**src/design/acss_pkg.sv**
```systemverilog
package acss_pkg;

    localparam int DATA_W      = 16;
    localparam int CHAN_W      = 2;
    localparam int FS_W        = 14;
    localparam int ABS_W       = DATA_W + 1;
    localparam int PROD_W      = ABS_W + FS_W;
    localparam int MAG_W       = 29;
    localparam int TDATA_IN_W  = 24;
    localparam int TDATA_OUT_W = 32;
    localparam int PADDR_W     = 3;

    localparam logic [1:0] CMD_CONV  = 2'd0;
    localparam logic [1:0] CMD_WDOG  = 2'd1;
    localparam logic [1:0] CMD_CFG   = 2'd2;
    localparam logic [1:0] CMD_READ  = 2'd3;

    localparam logic [1:0] STAT_OK        = 2'd0;
    localparam logic [1:0] STAT_BAD_CHAN  = 2'd1;
    localparam logic [1:0] STAT_NOT_VALID = 2'd2;

    localparam logic REG_FULL_SCALE  = 1'b0;
    localparam logic REG_DIS_READING = 1'b1;

    localparam logic [FS_W-1:0]          FS_RESET      = 14'd4096;
    localparam logic signed [DATA_W-1:0] READING_RESET = 16'sh8000;

    typedef struct packed {
        logic [1:0]              cmd;
        logic [CHAN_W-1:0]       channel;
        logic                    enable;
        logic [DATA_W-1:0]       conv_word;
        logic                    in_millivolts;
    } item_t;

    typedef struct packed {
        logic [1:0]              status;
        logic signed [DATA_W-1:0] reading;
        logic                    select_valid;
        logic [CHAN_W-1:0]       select_channel;
        logic                    notify_valid;
        logic [CHAN_W-1:0]       notify_channel;
        logic                    force_read;
    } result_t;

    typedef struct packed {
        result_t                 res;
        logic                    use_mv;
        logic                    neg;
        logic [MAG_W-1:0]        mag;
    } scale_t;

endpackage

```
**src/design/adc_channel_scan_sequencer_unit.sv**
```systemverilog
// Throughput: one transaction per cycle; the input, sequencer, divide and output
// registers form a 4-stage pipeline that stalls as one while a result waits on m_tready.
// Reset: masks, flags, current channel and watchdog cleared, all readings set to
// -32768, full_scale_mv to 4096, disabled_reading to -32768, pipeline emptied.
module adc_channel_scan_sequencer_unit #(
    parameter int NUM_CHANNELS  = 4,
    parameter int CODE_COUNT    = 2048,
    parameter int RESERVED_BITS = 4
) (
    input  logic                                clk,
    input  logic                                rst_n,
    input  logic                                s_tvalid,
    output logic                                s_tready,
    // channel[1:0], enable[2], conv_word[18:3], in_millivolts[19], zero pad
    input  logic [acss_pkg::TDATA_IN_W-1:0]     s_tdata,
    // cmd[1:0]
    input  logic [1:0]                          s_tuser,
    output logic                                m_tvalid,
    input  logic                                m_tready,
    // status[1:0], reading[17:2], select_valid[18], select_channel[20:19],
    // notify_valid[21], notify_channel[23:22], force_read[24], zero pad
    output logic [acss_pkg::TDATA_OUT_W-1:0]    m_tdata,
    input  logic                                psel,
    input  logic                                penable,
    input  logic                                pwrite,
    input  logic [acss_pkg::PADDR_W-1:0]        paddr,
    input  logic [31:0]                         pwdata,
    output logic [31:0]                         prdata,
    output logic                                pready
);

    acss_pkg::item_t                    item;
    acss_pkg::scale_t                   stage;
    acss_pkg::result_t                  result;
    logic                               stage_valid;
    logic                               adv;
    logic [acss_pkg::FS_W-1:0]          full_scale;
    logic signed [acss_pkg::DATA_W-1:0] disabled_reading;

    assign item.cmd           = s_tuser;
    assign item.channel       = s_tdata[1:0];
    assign item.enable        = s_tdata[2];
    assign item.conv_word     = s_tdata[18:3];
    assign item.in_millivolts = s_tdata[19];

    assign s_tready = adv;

    acss_cfg u_cfg (
        .clk              (clk),
        .rst_n            (rst_n),
        .psel             (psel),
        .penable          (penable),
        .pwrite           (pwrite),
        .paddr            (paddr),
        .pwdata           (pwdata),
        .prdata           (prdata),
        .pready           (pready),
        .full_scale       (full_scale),
        .disabled_reading (disabled_reading)
    );

    acss_seq #(
        .NUM_CHANNELS  (NUM_CHANNELS),
        .RESERVED_BITS (RESERVED_BITS)
    ) u_seq (
        .clk              (clk),
        .rst_n            (rst_n),
        .adv              (adv),
        .item_valid       (s_tvalid),
        .item             (item),
        .full_scale       (full_scale),
        .disabled_reading (disabled_reading),
        .stage_valid      (stage_valid),
        .stage            (stage)
    );

    acss_scale #(
        .CODE_COUNT (CODE_COUNT)
    ) u_scale (
        .clk         (clk),
        .rst_n       (rst_n),
        .stage_valid (stage_valid),
        .stage       (stage),
        .out_ready   (m_tready),
        .adv         (adv),
        .out_valid   (m_tvalid),
        .result      (result)
    );

    assign m_tdata = {7'd0,
                      result.force_read,
                      result.notify_channel,
                      result.notify_valid,
                      result.select_channel,
                      result.select_valid,
                      result.reading,
                      result.status};

endmodule

```
**src/design/acss_cfg.sv**
```systemverilog
module acss_cfg (
    input  logic                              clk,
    input  logic                              rst_n,
    input  logic                              psel,
    input  logic                              penable,
    input  logic                              pwrite,
    input  logic [acss_pkg::PADDR_W-1:0]      paddr,
    input  logic [31:0]                       pwdata,
    output logic [31:0]                       prdata,
    output logic                              pready,
    output logic [acss_pkg::FS_W-1:0]         full_scale,
    output logic signed [acss_pkg::DATA_W-1:0] disabled_reading
);

    logic [acss_pkg::FS_W-1:0]          fs_reg;
    logic signed [acss_pkg::DATA_W-1:0] dis_reg;
    logic                               wr;

    assign pready = 1'b1;
    assign wr     = psel && penable && pwrite;

    always_ff @(posedge clk or negedge rst_n)
    begin
        if (!rst_n)
        begin
            fs_reg  <= acss_pkg::FS_RESET;
            dis_reg <= acss_pkg::READING_RESET;
        end
        else if (wr)
        begin
            unique case (paddr[2])
                acss_pkg::REG_FULL_SCALE:  fs_reg  <= pwdata[acss_pkg::FS_W-1:0];
                acss_pkg::REG_DIS_READING: dis_reg <= pwdata[acss_pkg::DATA_W-1:0];
                default: ;
            endcase
        end
    end

    always_comb
    begin
        unique case (paddr[2])
            acss_pkg::REG_FULL_SCALE:  prdata = 32'(fs_reg);
            acss_pkg::REG_DIS_READING: prdata = {16'd0, dis_reg};
            default:                   prdata = 32'd0;
        endcase
    end

    assign full_scale       = fs_reg;
    assign disabled_reading = dis_reg;

endmodule

```
**src/design/acss_seq.sv**
```systemverilog
module acss_seq #(
    parameter int NUM_CHANNELS  = 4,
    parameter int RESERVED_BITS = 4
) (
    input  logic                               clk,
    input  logic                               rst_n,
    input  logic                               adv,
    input  logic                               item_valid,
    input  acss_pkg::item_t                    item,
    input  logic [acss_pkg::FS_W-1:0]          full_scale,
    input  logic signed [acss_pkg::DATA_W-1:0] disabled_reading,
    output logic                               stage_valid,
    output acss_pkg::scale_t                   stage
);

    localparam int CHW    = (NUM_CHANNELS > 1) ? $clog2(NUM_CHANNELS) : 1;
    localparam int CODE_W = acss_pkg::DATA_W - RESERVED_BITS;

    logic                               in_vld_reg;
    acss_pkg::item_t                    in_reg;
    logic                               s1_vld_reg;
    acss_pkg::scale_t                   s1_reg;
    acss_pkg::scale_t                   s1_next;

    logic [NUM_CHANNELS-1:0]            en_reg, en_next;
    logic [NUM_CHANNELS-1:0]            pend_reg, pend_next;
    logic [CHW-1:0]                     cur_reg, cur_next;
    logic                               ok_reg, ok_next;
    logic                               kicked_reg, kicked_next;
    logic                               run_reg, run_next;
    logic signed [acss_pkg::DATA_W-1:0] rd_reg [NUM_CHANNELS];

    logic                               go;
    logic                               rd_we;
    logic [CHW-1:0]                     rd_idx;
    logic signed [acss_pkg::DATA_W-1:0] rd_wdata;
    logic signed [CODE_W-1:0]           conv_code;
    logic signed [acss_pkg::DATA_W-1:0] conv_val;
    logic [CHW-1:0]                     ch_idx;
    logic                               ch_ok;
    logic [NUM_CHANNELS-1:0]            cur_onehot;
    logic [NUM_CHANNELS-1:0]            pend_clr;
    logic [NUM_CHANNELS-1:0]            pend_rot;
    logic [CHW-1:0]                     low_idx;
    logic [NUM_CHANNELS-1:0]            en_cfg;
    logic signed [acss_pkg::DATA_W-1:0] rd_sel;
    logic [acss_pkg::ABS_W-1:0]         rd_abs;
    logic [acss_pkg::PROD_W-1:0]        prod;

    assign go         = adv && in_vld_reg;
    assign conv_code  = in_reg.conv_word[acss_pkg::DATA_W-1:RESERVED_BITS];
    assign conv_val   = acss_pkg::DATA_W'(conv_code);
    assign ch_idx     = CHW'(in_reg.channel);
    assign ch_ok      = 32'(in_reg.channel) < NUM_CHANNELS;
    assign cur_onehot = NUM_CHANNELS'(1) << cur_reg;
    assign pend_clr   = pend_reg & ~cur_onehot;
    assign pend_rot   = (pend_clr == '0) ? en_reg : pend_clr;

    always_comb
    begin
        low_idx = '0;
        for (int i = NUM_CHANNELS - 1; i >= 0; i--)
        begin
            if (pend_rot[i])
            begin
                low_idx = CHW'(i);
            end
        end
    end

    always_comb
    begin
        en_cfg = en_reg;
        en_cfg[ch_idx] = in_reg.enable;
    end

    assign rd_sel = rd_reg[ch_idx];
    assign rd_abs = rd_sel[acss_pkg::DATA_W-1]
                    ? (acss_pkg::ABS_W'(0) - acss_pkg::ABS_W'(rd_sel))
                    : acss_pkg::ABS_W'(rd_sel);
    assign prod   = acss_pkg::PROD_W'(rd_abs) * acss_pkg::PROD_W'(full_scale);

    always_comb
    begin
        en_next     = en_reg;
        pend_next   = pend_reg;
        cur_next    = cur_reg;
        ok_next     = ok_reg;
        kicked_next = kicked_reg;
        run_next    = run_reg;
        rd_we       = 1'b0;
        rd_idx      = cur_reg;
        rd_wdata    = conv_val;
        s1_next     = '0;
        s1_next.mag = prod[acss_pkg::MAG_W-1:0];
        s1_next.neg = rd_sel[acss_pkg::DATA_W-1];

        unique case (in_reg.cmd)
            acss_pkg::CMD_CONV:
            begin
                if (en_reg != '0)
                begin
                    if (en_reg[cur_reg])
                    begin
                        rd_we   = 1'b1;
                        ok_next = 1'b1;
                        s1_next.res.notify_valid   = 1'b1;
                        s1_next.res.notify_channel = acss_pkg::CHAN_W'(cur_reg);
                    end
                    pend_next   = pend_rot;
                    cur_next    = low_idx;
                    kicked_next = 1'b1;
                    s1_next.res.select_valid   = 1'b1;
                    s1_next.res.select_channel = acss_pkg::CHAN_W'(low_idx);
                end
            end
            acss_pkg::CMD_WDOG:
            begin
                if (run_reg)
                begin
                    if (!kicked_reg)
                    begin
                        ok_next = 1'b0;
                        s1_next.res.force_read = 1'b1;
                    end
                    kicked_next = 1'b0;
                end
            end
            acss_pkg::CMD_CFG:
            begin
                if (ch_ok)
                begin
                    en_next   = en_cfg;
                    pend_next = en_cfg;
                    if (en_reg == '0 && in_reg.enable)
                    begin
                        cur_next = ch_idx;
                        s1_next.res.select_valid   = 1'b1;
                        s1_next.res.select_channel = in_reg.channel;
                    end
                    else if (!in_reg.enable)
                    begin
                        rd_we    = 1'b1;
                        rd_idx   = ch_idx;
                        rd_wdata = disabled_reading;
                    end
                    if (en_cfg != '0 && !run_reg)
                    begin
                        kicked_next = 1'b0;
                        run_next    = 1'b1;
                    end
                    else if (en_cfg == '0)
                    begin
                        run_next = 1'b0;
                    end
                end
            end
            acss_pkg::CMD_READ:
            begin
                if (!ch_ok)
                begin
                    s1_next.res.status = acss_pkg::STAT_BAD_CHAN;
                end
                else if (!en_reg[ch_idx])
                begin
                    s1_next.res.status = acss_pkg::STAT_BAD_CHAN;
                end
                else if (!ok_reg)
                begin
                    s1_next.res.status = acss_pkg::STAT_NOT_VALID;
                end
                else if (!in_reg.in_millivolts)
                begin
                    s1_next.res.reading = rd_sel;
                end
                else
                begin
                    s1_next.use_mv = 1'b1;
                end
            end
            default: ;
        endcase
    end

    always_ff @(posedge clk or negedge rst_n)
    begin
        if (!rst_n)
        begin
            in_vld_reg <= 1'b0;
            s1_vld_reg <= 1'b0;
            en_reg     <= '0;
            pend_reg   <= '0;
            cur_reg    <= '0;
            ok_reg     <= 1'b0;
            kicked_reg <= 1'b0;
            run_reg    <= 1'b0;
            for (int i = 0; i < NUM_CHANNELS; i++)
            begin
                rd_reg[i] <= acss_pkg::READING_RESET;
            end
        end
        else
        begin
            if (adv)
            begin
                in_vld_reg <= item_valid;
                s1_vld_reg <= in_vld_reg;
            end
            if (go)
            begin
                en_reg     <= en_next;
                pend_reg   <= pend_next;
                cur_reg    <= cur_next;
                ok_reg     <= ok_next;
                kicked_reg <= kicked_next;
                run_reg    <= run_next;
                if (rd_we)
                begin
                    rd_reg[rd_idx] <= rd_wdata;
                end
            end
        end
    end

    always_ff @(posedge clk)
    begin
        if (adv && item_valid)
        begin
            in_reg <= item;
        end
        if (go)
        begin
            s1_reg <= s1_next;
        end
    end

    assign stage_valid = s1_vld_reg;
    assign stage       = s1_reg;

    a_pend_in_en: assert property (@(posedge clk) disable iff (!rst_n)
        (pend_reg & ~en_reg) == '0)
        else $error("pending channel not enabled");

    a_wdog_run: assert property (@(posedge clk) disable iff (!rst_n)
        run_reg == (en_reg != '0))
        else $error("watchdog run flag out of step with enable mask");

    a_notify_sel: assert property (@(posedge clk) disable iff (!rst_n)
        s1_vld_reg && s1_reg.res.notify_valid |-> s1_reg.res.select_valid)
        else $error("stored reading without channel rotation");

endmodule

```
**src/design/acss_scale.sv**
```systemverilog
module acss_scale #(
    parameter int CODE_COUNT = 2048
) (
    input  logic                 clk,
    input  logic                 rst_n,
    input  logic                 stage_valid,
    input  acss_pkg::scale_t     stage,
    input  logic                 out_ready,
    output logic                 adv,
    output logic                 out_valid,
    output acss_pkg::result_t    result
);

    localparam int LOG2C   = $clog2(CODE_COUNT);
    localparam int SHIFT   = acss_pkg::MAG_W + LOG2C;
    localparam int RECIP_W = acss_pkg::MAG_W + 1;
    localparam int QPROD_W = acss_pkg::MAG_W + RECIP_W;
    localparam logic [63:0] RECIP_FULL =
        ((64'd1 << SHIFT) + 64'(CODE_COUNT) - 64'd1) / 64'(CODE_COUNT);
    localparam logic [RECIP_W-1:0] RECIP = RECIP_FULL[RECIP_W-1:0];
    localparam logic [acss_pkg::MAG_W-1:0] POS_MAX = acss_pkg::MAG_W'(32767);
    localparam logic [acss_pkg::MAG_W-1:0] NEG_MAX = acss_pkg::MAG_W'(32768);

    logic                              s2_vld_reg;
    acss_pkg::scale_t                  s2_reg;
    acss_pkg::scale_t                  s2_next;
    logic                              out_vld_reg;
    acss_pkg::result_t                 out_reg;
    logic [QPROD_W-1:0]                qprod;
    logic [acss_pkg::MAG_W-1:0]        quot;
    logic signed [acss_pkg::DATA_W-1:0] mv_val;
    acss_pkg::result_t                 out_next;

    assign adv   = !out_vld_reg || out_ready;
    assign qprod = QPROD_W'(stage.mag) * QPROD_W'(RECIP);
    assign quot  = acss_pkg::MAG_W'(qprod >> SHIFT);

    always_comb
    begin
        s2_next     = stage;
        s2_next.mag = quot;
    end

    always_comb
    begin
        if (!s2_reg.neg)
        begin
            mv_val = (s2_reg.mag > POS_MAX) ? 16'sh7FFF
                                            : acss_pkg::DATA_W'(s2_reg.mag);
        end
        else
        begin
            mv_val = (s2_reg.mag > NEG_MAX)
                     ? 16'sh8000
                     : acss_pkg::DATA_W'(acss_pkg::MAG_W'(0) - s2_reg.mag);
        end
        out_next = s2_reg.res;
        if (s2_reg.use_mv)
        begin
            out_next.reading = mv_val;
        end
    end

    always_ff @(posedge clk or negedge rst_n)
    begin
        if (!rst_n)
        begin
            s2_vld_reg  <= 1'b0;
            out_vld_reg <= 1'b0;
        end
        else if (adv)
        begin
            s2_vld_reg  <= stage_valid;
            out_vld_reg <= s2_vld_reg;
        end
    end

    always_ff @(posedge clk)
    begin
        if (adv && stage_valid)
        begin
            s2_reg <= s2_next;
        end
        if (adv && s2_vld_reg)
        begin
            out_reg <= out_next;
        end
    end

    assign out_valid = out_vld_reg;
    assign result    = out_reg;

endmodule

```
**config.mk**
```make
export PLATFORM = sky130hd
export DESIGN_NAME = adc_channel_scan_sequencer_unit
export DESIGN_NICKNAME = d
export VERILOG_FILES = /design/src/design/acss_pkg.sv /design/src/design/adc_channel_scan_sequencer_unit.sv /design/src/design/acss_cfg.sv /design/src/design/acss_seq.sv /design/src/design/acss_scale.sv
export SDC_FILE = /design/constraint.sdc
export NUM_CORES = 1
export LEC_CHECK = 0
export BUFFER_PORTS_ARGS = -buffer_cell sky130_fd_sc_hd__buf_2
export CORE_MARGIN = 2
export CORE_UTILIZATION = 30
export CTS_CLUSTER_SIZE = 25
export DETAILED_ROUTE_END_ITERATION = 10
export GPL_ROUTABILITY_DRIVEN = 0
export HOLD_SLACK_MARGIN = 0.05
export PLACE_DENSITY = 0.56
export SKIP_LAST_GASP = 1
export SYNTH_ARGS = -nofsm -noshare
export SYNTH_HDL_FRONTEND = slang
export SYNTH_SLANG_ARGS = --single-unit
export TNS_END_PERCENT = 10
```
**constraint.sdc**
```tcl
create_clock -name clk -period 10.4 [get_ports clk]
set_clock_uncertainty 0.2 [all_clocks]
set_input_delay 1.56 -clock clk [delete_from_list [all_inputs] [get_ports clk]]
set_output_delay 1.56 -clock clk [all_outputs]
set_load 0.005 [all_outputs]
```
Yosys cells after proc, flatten, opt, wreduce, memory -nomap -nowiden:

Cells that the tools add are included.
W data, S select, Z words.

* bits of input ports: 68
* output and inout bits: 67
* register bits: 259

* $mul: 1
* bitwise logic cells: 8
* equality and inequality tests: 9
* shift-type cells: 1
* reduce and logical (&&, ||, !) cells: 38
* magnitude comparators: 8
* add/subtract/negate cells: 2
* muxes and demuxes: 59

Operators with widths (count)
* $mux W16: 10
* $bwmux W64: 1
* $pmux W32 S2: 1
* $bmux W16 S2: 1
* $demux W16 S2: 1
* $mul A17 B14 Y29: 1
* $mux W2: 10
* $mux W1: 19
* $gt A18 B15 Y1 const B: 1
* $gt A18 B16 Y1 const B: 1
* $mux W17: 1
* $sub A1 B16 Y17 const A: 1
* $sub A1 B16 Y16 const A: 1
* $reduce_and A2 Y1: 7
* $logic_not A4 Y1: 3
* $reduce_and A3 Y1: 4
* $logic_and A1 B1 Y1: 10
* $ne A2 B1 Y1 const B: 5
* $mux W4: 2
* $pmux W4 S2: 1
* $reduce_bool A4 Y1: 2
* $ge A3 B3 Y1 const B: 2
* $lt A2 B3 Y1 const B: 2
* $mux W3: 2
* 27 further kinds: 37

Depth between registers and ports, before layout:

* word-level depth: 11
* mapped depth: 31
* mapped depth without buffers: 29

Hierarchy:

A second synthesis with hierarchy kept.

* cell total of the unflattened synthesis: 1666
* area total of the unflattened synthesis: 18428.9 µm²

By module, submodules not included
* acss_seq: cells each 1356, area an instance 13909.6 µm², seq. area each 4204.0 µm², instances 1
* acss_scale: cells each 201, area an instance 2945.3 µm², seq. area each 2152.1 µm², instances 1
* acss_cfg: cells each 101, area an instance 1517.7 µm², seq. area each 753.2 µm², instances 1
* adc_channel_scan_sequencer_unit: cells each 8, area an instance 56.3 µm², seq. area each 0.0 µm², instances 1

Worst setup path after synthesis:

No wires, ideal clock.

* path type: reg-to-reg
* start: register u_seq.in_reg, in the netlist u_seq.ch_idx[0]
* end: register u_seq.s1_reg, in the netlist u_seq.stage[28] (data pin)
* slack: 2.336 ns
* setup time: 0.259 ns
* buffers on the path: 3
* data required time: 9.941 ns
* stages on the path, launching flop included: 31
* data arrival time: 7.604 ns
* cells stage by stage: edfxtp_1 > buf_6 > buf_6 > mux4_2 > nor3_2 > nor3b_2 > nand2_1 > o41a_1 > o31ai_2 > xnor2_1 > buf_6 > and2_1 > fa_1 > inv_1 > fa_1 > inv_1 > fa_1 > fa_1 > fa_1 > inv_1 > fa_1 > inv_1 > ha_1 > a21o_1 > a21oi_1 > a31o_2 > o2111ai_1 > nand2_1 > o311ai_1 > a21oi_1 > xnor2_1

* word-level cells in the longest chain between the ends: 7

Ends and longest elaborated chain
* from (decl): line acss_seq.sv:20 `acss_pkg::item_t in_reg;`
* from (signal assigned): line acss_seq.sv:229 `in_reg <= item;`
* $not A2 Y3 (implied by the code) (*): line acss_seq.sv:77 `assign rd_sel = rd_reg[ch_idx];`
* $bmux W16 S2 (*): line acss_seq.sv:77
* $mux W16 (implied by the code) (*) (2 in a row): line acss_seq.sv:77
* $sub A1 B16 Y17: line acss_seq.sv:79 `? (acss_pkg::ABS_W'(0) - acss_pkg::ABS_W'(rd_sel))`
* $mux W17 (*): line acss_seq.sv:79
* $mul A17 B14 Y29 (*): line acss_seq.sv:81 `assign prod = acss_pkg::PROD_W'(rd_abs) * acss_pkg::PROD_W'(full_scale);`
* net u_seq.prod (one bit): line acss_seq.sv:48 `logic [acss_pkg::PROD_W-1:0] prod;`
* to (signal assigned): line acss_seq.sv:233 `s1_reg <= s1_next;`
* to (decl): line acss_seq.sv:22 `acss_pkg::scale_t s1_reg;`

Mark *: on every way through the listed nets, which the timed path passes. The rest lies on a longest branch. The select of a mux whose other input is x is not followed.
A chain may end at the register's enable or synchronous reset.

Worst setup path after layout:

Ends and elaborated chain as after synthesis.

==> metrics.log <==
[metrics] Clk Latency, worst-skew pair: 0.53 ns
[metrics] top library cells by usage in the layout, fill and taps aside: sky130_fd_sc_hd__inv_1, sky130_fd_sc_hd__fa_1, sky130_fd_sc_hd__nand2_1, sky130_fd_sc_hd__edfxtp_1, sky130_fd_sc_hd__and2_1
[metrics] flip-flop count of the largest register after layout: between 60 and 70
[metrics] die footprint: 61,000 um2
[metrics] setup slack after layout: roughly 1.1 ns
[metrics] layout overhead on the synthesized area: 12.1%
[metrics] residual overflow from global routing: 0
[metrics] Max Cap Violations: 0
[metrics] number of antenna violations at the first check in global routing: 2
[metrics] CP top delay family: adder cells
[metrics] sum of negative setup slack: 0 ns
[metrics] number of nets in the layout: 2,030
[metrics] clock tree from TritonCTS: done
[metrics] global-route wire length before repair: ~65,000 um
[metrics] synthesized instance count: 1,622
[metrics] clock tree root driver cell: sky130_fd_sc_hd__clkbuf_16
[metrics] cell with the largest stage delay on the worst path: sky130_fd_sc_hd__edfxtp_1
[metrics] Die Span Y: approximately 250 um
[metrics] arrival time of data at the critical path endpoint: 9.34 ns
[metrics] layer carrying the most global-route usage: met2
[metrics] count of boundary I/O pins: 135
[metrics] summed instance area of the synthesized netlist: 17,700 um2
[metrics] ANT nets after route: 0
[metrics] Worst-path clk slew: 0.06 ns
[metrics] slew at the pin with the worst max-slew slack: 1.22 ns
[metrics] Worst slew margin: 18.1%
[metrics] final critical delay including setup and external delays: 9.26 ns
[metrics] layout cell share with drive strength beyond 1: between 10 and 15%
[metrics] via count of the routed design: 11.4k
[metrics] Post-Route Hold Slack: 0.216 ns
[metrics] portion of the post-synthesis area used by sequential elements: 38.3%
[metrics] top fanout value on the critical path: 17
[metrics] maximum frequency from static timing analysis: 108 MHz
[metrics] routed len/inst: between 15 and 20 um
[metrics] maximum number of pins on one net before global-route repair: 59
[metrics] Routed Wire Length: approximately 40,000 um
[metrics] main flop type after synthesis: sky130_fd_sc_hd__edfxtp_1
[metrics] overall global routing resource usage: 13.3%
[metrics] H-tree levels: 1
[metrics] flops & latches, synth: roughly 240
[metrics] row count: 89
[metrics] vias in the first global route: 11.8k
[metrics] number of buffers inserted during clock tree synthesis: 26
[metrics] final slew viol count: 0
[metrics] synth unique cells: 72
[metrics] GR Layer Usage met1: 19.1%
[metrics] PortBufs: 84
[metrics] area taken by flip-flops and latches: 6780 um2
[metrics] critical path's largest stage delay: around 0.67 ns
[metrics] number of setup buffers added after CTS: 0
[metrics] post-cts sizing count: 0
[metrics] Detailed Place HPWL: 30,800 um
[metrics] length of the first detailed-routing pass in iterations: 5
[metrics] Ys Warns: 0
[metrics] most common library cell in the layout ignoring fill and taps: sky130_fd_sc_hd__inv_1
[metrics] area taken by multi-input logic gates: 9770 um2
[metrics] final setup violation count: 0
[metrics] initial standard-cell utilization of the core: 30.2%
[metrics] met3 track utilization from global routing: 1.82%
[metrics] Hold WC Path Type: flop to flop
[metrics] number of DRC markers after the initial detailed-route iteration: ~700
[metrics] Floorplan Core Area: between 50,000 and 60,000 um2
[metrics] share of the clock period used by the worst path: 89.1%
[metrics] number of remaining DRC errors: 0
[metrics] GR Layer Usage met2: 21.5%
[metrics] Fill cells: 5,854
[metrics] startpoint-to-endpoint class of the critical path: flop to flop
[metrics] horizontal die dimension: approximately 250 um
[metrics] outcome: completed
[metrics] CTS sink count: 244
[metrics] CP Capture Type: flop
[metrics] CP Buf/Inv Count: 5
[metrics] unrepaired setup endpoints after global routing: false
[metrics] critical path's most frequent cell: sky130_fd_sc_hd__fa_1
[metrics] FFs w/ async S/R, synth: 45.5%
[metrics] count of hold buffers inserted by post-cts repair: 0
[metrics] worst slack at placement: 1.05 ns
[metrics] number of synthesized flops with an enable pin: 133
[metrics] Max Root-Sink Buffers: 3
[metrics] Avg Synthesized Cell Area: 10.9 um2
[metrics] startpoint class of the critical path: flop
[metrics] post-DR vias/cell: 4.58
[metrics] Worst Path Required: roughly 10 ns
[metrics] final hold violations: 0
[metrics] number of diodes added for antenna fixing: 0
==> per-stage QoR <==
stage	cell area (um2)	cells	util, %
global placement	18900	2443	32.3
detailed placement	18900	2443	32.3
finish	19800	2487	33.8
floorplan	17800	1656	-
CTS	19800	2487	33.8
global route	19800	2487	33.8
==> Yosys cell counts (12+ instances only) <==
cell type                  number  share of area (%)
sky130_fd_sc_hd__inv_1        215                4.6
sky130_fd_sc_hd__fa_1         175                 20
sky130_fd_sc_hd__nand2_1      168                3.6
sky130_fd_sc_hd__edfxtp_1     133                 23
sky130_fd_sc_hd__and2_1       122                4.3
sky130_fd_sc_hd__nor2_1       115                2.4
sky130_fd_sc_hd__a21oi_1      106                3.0
sky130_fd_sc_hd__dfrtp_1      105                 15
sky130_fd_sc_hd__ha_1          89                6.3
sky130_fd_sc_hd__clkbuf_1      61                1.3
sky130_fd_sc_hd__mux2_2        48                3.1
sky130_fd_sc_hd__o21ai_0       37                1.0
sky130_fd_sc_hd__xnor2_1       30                1.5
sky130_fd_sc_hd__buf_4         25                1.1
sky130_fd_sc_hd__mux2i_1       18                1.0
sky130_fd_sc_hd__mux4_2        18                2.3
sky130_fd_sc_hd__nor2b_1       12               0.42
==> metal layers <==
metal,vias to the layer above,wire (um),share of wire [%]
met1,5649,19000,48
met2,297,18400,46
li1,5382,-,-
met5,-,24,0.060
met4,4,689,1.7
met3,52,1860,4.7
==> cells by family after synthesis <==
kind of cell | after synthesis | synth area share, %
other | 2 | 0.0424
xor gates and xnor gates | 36 | 1.78
adders and majority gates | 264 | 26.1
buffers and inverters | 309 | 7.27
and+or+nand+nor | 478 | 13.3
DFF | 244 | 38.3
muxes | 85 | 6.49
AOI/OAI and AO/OA | 204 | 6.79
==> final cells by class <==
class,count,share of cell area (%)
inverter,215,4.07
tap,773,4.88
sequential,244,34.2
timing repair buffer,108,3.04
multi-input combinational,1103,49.3
clock inverter,13,0.984
clock buffer,31,3.59
==> worst paths after layout <==
path	start	to	slack (ns)	depth (start not counted)
setup / recovery	u_seq.ch_idx[0]$_DFFE_PP_	u_seq.stage[28]$_DFFE_PP_	1.14	28
hold / removal	u_seq.stage[17]$_DFFE_PP_	u_scale.s2_reg[6]$_DFFE_PP_	0.22	0
setup reg to reg	u_seq.ch_idx[0]$_DFFE_PP_	u_seq.stage[28]$_DFFE_PP_	1.14	28
hold reg to reg	u_seq.stage[17]$_DFFE_PP_	u_scale.s2_reg[6]$_DFFE_PP_	0.22	0
max in group asynchronous	rst_n	u_cfg.full_scale[1]$_DFFE_PN0P_	7.93	2
min in group asynchronous	rst_n	u_seq.rd_reg[16]$_DFFE_PN0P_	0.90	1
Power is left out: the tool's default activity adds up to more than one toggle a clock period on the data nets, which glitch-free logic cannot reach.
